**config.mk**
```make
export PLATFORM = sky130hd
export DESIGN_NAME = gregorian_day_difference
export DESIGN_NICKNAME = d
export VERILOG_FILES = /design/src/rtl/gdd_pkg.sv /design/src/rtl/gregorian_day_difference.sv /design/src/rtl/gdd_date.sv
export VERILOG_INCLUDE_DIRS = /design/src /design/src/rtl
export SDC_FILE = /design/constraint.sdc
export NUM_CORES = 1
export LEC_CHECK = 0
export ABC_AREA = 1
export BUFFER_PORTS_ARGS = -buffer_cell sky130_fd_sc_hd__buf_2
export CAP_MARGIN = 40
export CORE_MARGIN = 2
export CORE_UTILIZATION = 25
export DETAILED_ROUTE_END_ITERATION = 12
export GPL_ROUTABILITY_DRIVEN = 0
export PLACE_DENSITY_LB_ADDON = 0.15
export SYNTH_ARGS = -nofsm -noshare
export SYNTH_HDL_FRONTEND = slang
export SYNTH_SLANG_ARGS = --single-unit
```
**constraint.sdc**
```tcl
create_clock -name clk -period 13.4 [get_ports clk]
set_input_delay 2.68 -clock clk [delete_from_list [all_inputs] [get_ports clk]]
set_output_delay 2.68 -clock clk [all_outputs]
set_load 0.005 [all_outputs]
```
**src/rtl/gregorian_day_difference_macros.svh**
```systemverilog
// ----------------------------------------------------------------------------
// gregorian day difference assertion macros
// shared property wrappers, clocked on clk and disabled while arst_n is low
// ----------------------------------------------------------------------------
`ifndef GREGORIAN_DAY_DIFFERENCE_MACROS_SVH
`define GREGORIAN_DAY_DIFFERENCE_MACROS_SVH

// same-cycle implication
`define GDD_ASSERT(lbl, ante, cons) \
	lbl: assert property (@(posedge clk) disable iff (!arst_n) (ante) |-> (cons)) \
		else $error("gdd assertion failed");

// delayed implication
`define GDD_ASSERT_D2(lbl, ante, cons) \
	lbl: assert property (@(posedge clk) disable iff (!arst_n) (ante) |-> ##2 (cons)) \
		else $error("gdd latency assertion failed");

`endif

```
**src/rtl/gdd_pkg.sv**
```systemverilog
// ----------------------------------------------------------------------------
// gdd_pkg
// types, constants and calendar tables for the gregorian day difference block
// ----------------------------------------------------------------------------
package gdd_pkg;

	localparam int YEAR_W   = 14;
	localparam int MONTH_W  = 4;
	localparam int DAY_W    = 5;
	localparam int DIFF_W   = 22;
	localparam int COUNT_W  = 23;
	localparam int CFG_IDX_W = 1;

	localparam logic [CFG_IDX_W-1:0] REG_EARLIEST_YEAR = 1'd0;
	localparam logic [CFG_IDX_W-1:0] REG_LATEST_YEAR   = 1'd1;

	localparam logic [YEAR_W-1:0] EARLIEST_RESET = 14'd2000;
	localparam logic [YEAR_W-1:0] LATEST_RESET   = 14'd2100;

	// floor(y / 100) = (y * 5243) >> 19 for every 14-bit year
	localparam logic [12:0] RECIP_100  = 13'd5243;
	localparam int          RECIP_SH   = 19;
	localparam int          PROD_W     = YEAR_W + 13;
	localparam int          CENT_W     = 8;

	localparam logic [MONTH_W-1:0] MONTH_FEB = 4'd2;
	localparam logic [MONTH_W-1:0] MONTH_DEC = 4'd12;

	typedef struct packed {
		logic [YEAR_W-1:0]  year;
		logic [MONTH_W-1:0] month;
		logic [DAY_W-1:0]   day;
	} gdd_date_t;

	typedef struct packed {
		logic               valid;
		logic [COUNT_W-1:0] count;
	} gdd_date_info_t;

	// days in the whole months before a month, by count of whole months
	function automatic logic [8:0] days_before(input logic [MONTH_W-1:0] whole);
		logic [8:0] r;
		case (whole)
			4'd0:    r = 9'd0;
			4'd1:    r = 9'd31;
			4'd2:    r = 9'd59;
			4'd3:    r = 9'd90;
			4'd4:    r = 9'd120;
			4'd5:    r = 9'd151;
			4'd6:    r = 9'd181;
			4'd7:    r = 9'd212;
			4'd8:    r = 9'd243;
			4'd9:    r = 9'd273;
			4'd10:   r = 9'd304;
			4'd11:   r = 9'd334;
			default: r = 9'd365;
		endcase
		return r;
	endfunction

	// month length in a common year
	function automatic logic [DAY_W-1:0] month_len(input logic [MONTH_W-1:0] m);
		logic [DAY_W-1:0] r;
		case (m)
			4'd2:                         r = 5'd28;
			4'd4, 4'd6, 4'd9, 4'd11:      r = 5'd30;
			default:                      r = 5'd31;
		endcase
		return r;
	endfunction

endpackage

```
**src/rtl/gregorian_day_difference.sv**
```systemverilog
// ----------------------------------------------------------------------------
// gregorian_day_difference
// validity, order and absolute day difference of two gregorian dates
// ----------------------------------------------------------------------------
// A date pair is taken when start is high (busy is always low, so one pair
// can be given every cycle). The result passes the input register and the
// result register and appears on the result ports with done high for exactly
// one cycle; the receiver must take it then, as results cannot be held off.
// The two registers surround a single pass of day counting.
// Window registers are written through cfg_we/cfg_index/cfg_data and should
// only change while no pair is in flight.
`include "gregorian_day_difference_macros.svh"

module gregorian_day_difference import gdd_pkg::*; (
	input  logic                 clk,
	input  logic                 arst_n,
	input  logic                 start,
	output logic                 busy,
	input  logic [YEAR_W-1:0]    first_year,
	input  logic [MONTH_W-1:0]   first_month,
	input  logic [DAY_W-1:0]     first_day,
	input  logic [YEAR_W-1:0]    second_year,
	input  logic [MONTH_W-1:0]   second_month,
	input  logic [DAY_W-1:0]     second_day,
	input  logic                 cfg_we,
	input  logic [CFG_IDX_W-1:0] cfg_index,
	input  logic [YEAR_W-1:0]    cfg_data,
	output logic                 done,
	output logic                 first_valid,
	output logic                 second_valid,
	output logic                 range_ordered,
	output logic [DIFF_W-1:0]    day_difference
);

	logic [YEAR_W-1:0] earliest_q;
	logic [YEAR_W-1:0] latest_q;

	logic           valid_s1;
	gdd_date_t      first_s1;
	gdd_date_t      second_s1;
	gdd_date_info_t first_info;
	gdd_date_info_t second_info;
	logic [COUNT_W-1:0] diff_raw;
	logic [DIFF_W-1:0]  diff_sat;
	logic               ordered;

	logic              valid_s2;
	logic              first_valid_s2;
	logic              second_valid_s2;
	logic              ordered_s2;
	logic [DIFF_W-1:0] diff_s2;

	assign busy = 1'b0;

	always_ff @(posedge clk or negedge arst_n) begin
		if (!arst_n) begin
			earliest_q <= EARLIEST_RESET;
			latest_q   <= LATEST_RESET;
		end else if (cfg_we) begin
			case (cfg_index)
				REG_EARLIEST_YEAR: earliest_q <= cfg_data;
				REG_LATEST_YEAR:   latest_q   <= cfg_data;
				default:           ;
			endcase
		end
	end

	// input stage
	always_ff @(posedge clk or negedge arst_n) begin
		if (!arst_n) begin
			valid_s1 <= 1'b0;
		end else begin
			valid_s1 <= start && !busy;
		end
	end

	always_ff @(posedge clk) begin
		if (start && !busy) begin
			first_s1  <= '{year: first_year, month: first_month, day: first_day};
			second_s1 <= '{year: second_year, month: second_month, day: second_day};
		end
	end

	gdd_date u_first (
		.date          (first_s1),
		.earliest_year (earliest_q),
		.latest_year   (latest_q),
		.info          (first_info)
	);

	gdd_date u_second (
		.date          (second_s1),
		.earliest_year (earliest_q),
		.latest_year   (latest_q),
		.info          (second_info)
	);

	assign diff_raw = (first_info.count > second_info.count)
		? first_info.count - second_info.count
		: second_info.count - first_info.count;
	assign diff_sat = diff_raw[COUNT_W-1] ? '1 : diff_raw[DIFF_W-1:0];
	assign ordered  = {first_s1.year, first_s1.month, first_s1.day}
		<= {second_s1.year, second_s1.month, second_s1.day};

	// result stage
	always_ff @(posedge clk or negedge arst_n) begin
		if (!arst_n) begin
			valid_s2 <= 1'b0;
		end else begin
			valid_s2 <= valid_s1;
		end
	end

	always_ff @(posedge clk) begin
		if (valid_s1) begin
			first_valid_s2  <= first_info.valid;
			second_valid_s2 <= second_info.valid;
			ordered_s2      <= ordered;
			diff_s2         <= diff_sat;
		end
	end

	assign done           = valid_s2;
	assign first_valid    = first_valid_s2;
	assign second_valid   = second_valid_s2;
	assign range_ordered  = ordered_s2;
	assign day_difference = diff_s2;

	`GDD_ASSERT_D2(a_word_latency, start && !busy, done)
	`GDD_ASSERT(a_no_spurious_word, done, $past(start, 2))
	`GDD_ASSERT(a_same_date_ordered,
		done && first_valid && second_valid && (day_difference == '0), range_ordered)
	`GDD_ASSERT(a_valid_needs_window, done && first_valid, earliest_q <= latest_q)

endmodule

```
**src/rtl/gdd_date.sv**
```systemverilog
// ----------------------------------------------------------------------------
// gdd_date
// day count from year 0 and window/calendar validity for one date
// ----------------------------------------------------------------------------
module gdd_date import gdd_pkg::*; (
	input  gdd_date_t         date,
	input  logic [YEAR_W-1:0] earliest_year,
	input  logic [YEAR_W-1:0] latest_year,
	output gdd_date_info_t    info
);

	logic [PROD_W-1:0]  prod;
	logic [CENT_W-1:0]  cent;
	logic               cent_exact;
	logic               quad_exact;
	logic               leap;
	logic [YEAR_W:0]    y_plus3;
	logic [COUNT_W-1:0] y_days;
	logic [CENT_W-1:0]  ceil100;
	logic [CENT_W-3:0]  ceil400;
	logic [MONTH_W-1:0] whole;
	logic [DAY_W-1:0]   len;
	logic               in_window;
	logic               month_ok;

	// reciprocal multiply: quotient by 100 and an exact-remainder flag
	assign prod       = PROD_W'(date.year) * PROD_W'(RECIP_100);
	assign cent       = prod[PROD_W-1:RECIP_SH];
	assign cent_exact = (prod[RECIP_SH-1:11] == '0);
	assign quad_exact = cent_exact && (cent[1:0] == 2'd0);
	assign leap       = (date.year[1:0] == 2'd0) && (!cent_exact || quad_exact);

	assign y_plus3 = {1'b0, date.year} + (YEAR_W+1)'(3);
	assign y_days  = COUNT_W'(date.year) * COUNT_W'(365);
	assign ceil100 = cent + CENT_W'(!cent_exact);
	assign ceil400 = cent[CENT_W-1:2] + (CENT_W-2)'(!quad_exact);

	always_comb begin
		if (date.month == '0) begin
			whole = '0;
		end else if (date.month > MONTH_DEC) begin
			whole = MONTH_DEC;
		end else begin
			whole = date.month - MONTH_W'(1);
		end
	end

	// day count plus one; the common offset cancels in the difference
	assign info.count = y_days
		+ COUNT_W'(y_plus3[YEAR_W:2])
		- COUNT_W'(ceil100)
		+ COUNT_W'(ceil400)
		+ COUNT_W'(days_before(whole))
		+ COUNT_W'(leap && (whole >= MONTH_FEB))
		+ COUNT_W'(date.day);

	always_comb begin
		len = month_len(date.month);
		if (date.month == MONTH_FEB && leap) begin
			len = 5'd29;
		end
	end

	assign in_window  = (date.year >= earliest_year) && (date.year <= latest_year);
	assign month_ok   = date.month inside {[4'd1:4'd12]};
	assign info.valid = in_window && month_ok && (date.day != '0) && (date.day <= len);

endmodule

```
==> results by group <==
Setup path
  – Setup CP Type: reg2reg
  – Reg2reg path depth: 51
  – Crit Path Max Fanout: 23
  – CP Data Required Time: around 14 ns
  – Setup slack, reg-to-reg: roughly 0.85 ns
  – Crit. Startpoint: second_s1[18]
  – CP startpoint kind: register
  – CP peak stage delay: a little under 0.6 ns
  – Start of the worst register-to-register path: second_s1[18]
  – Slowest-stage cell, CP: fa_1
  – Crit end category: register
  – CP Data Arrival Time: between 10 and 15 ns
  – Critical Path End: day_difference[0]
  – Reg2reg end: day_difference[0]

Timing
  – Worst Tran Pin Value: between 0.8 and 0.9 ns
  – Setup TNS: 0 ns
  – Max Slew Vio Count: 0
  – RSZ-0062 raised after global routing: no
  – Fin crit period: between 10 and 15 ns
  – Fin worst setup slack: between 0.8 and 0.9 ns
  – Final hold violation count: 0
  – Max-slew headroom: roughly two fifths
  – Clk_skew: around 0.022 ns
  – Fmax: 79.69 MHz
  – Period utilisation layout: around 94%
  – Setup violators final: 0

CTS
  – CTS buffer count: 9
  – Sink Count: 101
  – CTS H-Tree Depth: 3
  – Root buffer cell: clkbuf_16
  – Clk_lat worst skew: about 0.42 ns
  – Hold buffers post-CTS: 0
  – Reg clk slew, reported paths: 0.10 ns
  – Max Root-Sink Buffers: 2
  – TritonCTS clock tree: built

GRT
  – Pin count of the biggest net entering global routing: 48
  – Antenna violations before repair: 3
  – GRT overflow: 0
  – Total GRT Usage: between 10% and 20%
  – Wire length of the first global-routing pass: 131700 µm
  – Number of global-route vias before repair: between 20000 and 25000

Status
  – Status: completed

Final layout
  – Ant diodes: 0
  – Nets: about 4400
  – Final Util: 27.80%
  – Post-route cell area: 0.02964 mm²
  – Share of cells above drive strength 1: a little under 6%
  – Fill cells: 11840
  – Synthesis-to-layout area growth: 10.68%
  – Multi-input logic area: just over 0.02 mm²
  – Reg area: 0.002897 mm²

Synth
  – Post-synth EDFFs: a little over 70
  – Flops & latches, synth: about 100
  – Syn Area/Cell: around 8.1 µm²
  – YS warnings: 0
  – Cell Area, Synth: between 0.02 and 0.03 mm²
  – Post-synthesis instance total: between 3000 and 4000
  – Mapped Nets: 4266
  – Primary FF master, synth: edfxtp_1
  – Post-synth cell types: 52
  – Post-synth ARST share: between 20 and 30%
  – Register area share after synthesis: between 10% and 20%

Floorplanning
  – Die width: 331.3 µm
  – Chip height: ~330 µm
  – Boundary Pins: a little over 90
  – Num rows: 120
  – Placeable Area: roughly 0.11 mm²
  – Initial Util: about a quarter
  – Die ar.: approximately 0.11 mm²

Detailed routing
  – Post-route DRC: 0
  – WL final: around 85000 µm
  – Avg Vias per Cell: 4.332
  – Routed vias: roughly 21000
  – Final ANT Viol Nets: 0
  – Drt first pass iters: 5
  – DR iter-0 viols: roughly 1100
  – DR WL/cell: 17.41 µm

Placement
  – Placed Instance Area: ~0.029 mm²
  – Port Buffers: 90
  – Post-detail-place hpwl: roughly 75000 µm
  – Post-Place Setup Slack: roughly 0.76 ns

Run
  – Max-Cap Viols: 0

Min path
  – Worst hold path type: reg2reg
repair_timing:
action,in CTS,in global routing
endpoints found under the setup margin,0,22
resized for setup,0,3
buffers inserted,0,18
through the flow:
step	cells	hold slack (ns)
finish	4862	0.4910
global route	4862	0.5155
CTS	4844	0.4957
detailed placement	4828	0.4749
global placement	4823	0.4666
floorplan	3325	0.4530
how the worst min path moves through the flow:
stage	start	end	slack (ns)	cells past startpoint
after floorplan	earliest_q[11]	earliest_q[11]	0.45	2
after global placement	earliest_q[1]	earliest_q[1]	0.47	2
after detailed placement	earliest_q[13]	earliest_q[13]	0.47	2
after CTS	earliest_q[13]	earliest_q[13]	0.50	2
after global routing	earliest_q[8]	earliest_q[8]	0.52	2
final	earliest_q[13]	earliest_q[13]	0.49	2
cells in the mapped netlist, types with 3 or more instances:
| cell type | number | area, µm² |
|---|---|---|
| o21ai_2 | 4 | 35.03 |
| nand2_2 | 6 | 37.54 |
| edfxtp_1 | 71 | 2132 |
| and2_1 | 4 | 25.02 |
| nand3b_1 | 8 | 60.06 |
| ha_1 | 562 | 7032 |
| nand4_1 | 46 | 287.8 |
| a21boi_0 | 7 | 52.55 |
| dfstp_2 | 10 | 262.8 |
| a22oi_1 | 3 | 22.52 |
| clkbuf_1 | 5 | 18.77 |
| o31ai_1 | 4 | 30.03 |
| nor3_1 | 30 | 150.1 |
| dfrtp_1 | 20 | 500.5 |
| buf_4 | 4 | 30.03 |
| buf_2 | 6 | 30.03 |
| buf_6 | 3 | 33.78 |
| a31oi_1 | 3 | 18.77 |
| xnor2_1 | 29 | 254.0 |
| o21a_1 | 4 | 30.03 |
| a211oi_1 | 8 | 60.06 |
| nor2_2 | 4 | 25.02 |
| nor4_1 | 8 | 50.05 |
| nor2_1 | 192 | 720.7 |
| inv_1 | 847 | 3179 |
| a21o_1 | 11 | 82.58 |
| xor2_1 | 83 | 727.0 |
| a21oi_1 | 181 | 905.9 |
| fa_1 | 314 | 6286 |
| nand2_1 | 553 | 2076 |
| clkbuf_2 | 6 | 30.03 |
| nand3_1 | 104 | 520.5 |
| o21bai_1 | 21 | 157.7 |
| or2_2 | 7 | 43.79 |
| o21ai_0 | 130 | 650.6 |
| o211ai_1 | 6 | 45.04 |
registers in the layout, summed over array words and instances (netlist names), 14 cells and up:
| register | cells |
|---|---|
| second_s1 | 23 |
| earliest_q | 14 |
| latest_q | 14 |
| day_difference | 22 |
| first_s1 | 23 |
cell usage in the layout (no fill, tap or decap), types with 3 or more instances in the layout:
| master | Yosys | layout |
|---|---|---|
| nand2_1 | 553 | 553 |
| nor4_1 | 8 | 8 |
| a22oi_1 | 3 | 3 |
| ha_1 | 562 | 562 |
| edfxtp_1 | 71 | 71 |
| a21o_1 | 11 | 11 |
| xor2_1 | 83 | 83 |
| o21ai_0 | 130 | 130 |
| o21a_1 | 4 | 4 |
| fa_1 | 314 | 314 |
| dfstp_2 | 10 | 10 |
| or2_2 | 7 | 7 |
| nand3b_1 | 8 | 8 |
| and2_1 | 4 | 4 |
| dfrtp_1 | 20 | 19 |
| buf_4 | 4 | 46 |
| o31ai_1 | 4 | 4 |
| inv_1 | 847 | 846 |
| o21ai_2 | 4 | 4 |
| nor2_2 | 4 | 4 |
| clkbuf_16 | 0 | 9 |
| a21boi_0 | 7 | 7 |
| clkinv_8 | 0 | 3 |
| nor3_1 | 30 | 30 |
| o211ai_1 | 6 | 6 |
| a211oi_1 | 8 | 8 |
| nand3_1 | 104 | 104 |
| a31oi_1 | 3 | 3 |
| o21bai_1 | 21 | 21 |
| a21oi_1 | 181 | 179 |
| xnor2_1 | 29 | 29 |
| nand2_2 | 6 | 6 |
| nand4_1 | 46 | 46 |
| nor2_1 | 192 | 192 |
| buf_2 | 6 | 90 |
layer usage:
layer	vias to the layer above	global-route usage [%]	part of all wire, %
li1	10670	-	-
met3	41	2.017	3.3
met5	-	0	0
met1	10050	22.45	50
met4	0	2.468	1.3
met2	299	25.57	45
critical path, delay by kind of cell, from the launching register on:
kind	cells	cell delay, ns
AO/OA/AOI/OAI	9	1.92
XOR/XNOR	1	0.40
adder cells (fa/ha/maj)	15	6.40
buffers and inverters	8	0.85
flip-flops	1	0.55
AND/OR/NAND/NOR	18	2.12
logic make-up after synthesis:
kind of cell,synth area share (%)
buf+inv,12.47
other cells,0.01400
compound gates,8.078
fa+ha+maj,49.73
xor+xnor,3.724
flops,10.81
simple gates,15.17
cell type report:
cell class                 instances  area share (%)
clock buffer                       9          0.7599
clock inverter                     7          0.2955
inverter                         851           10.80
multi-input combinational       2349           69.34
sequential                       101           9.773
tap                             1403           5.923
timing repair buffer             142           3.107
Power is not shown: default switching activity piles up to over one toggle a cycle in this logic, so the estimate is an artifact.
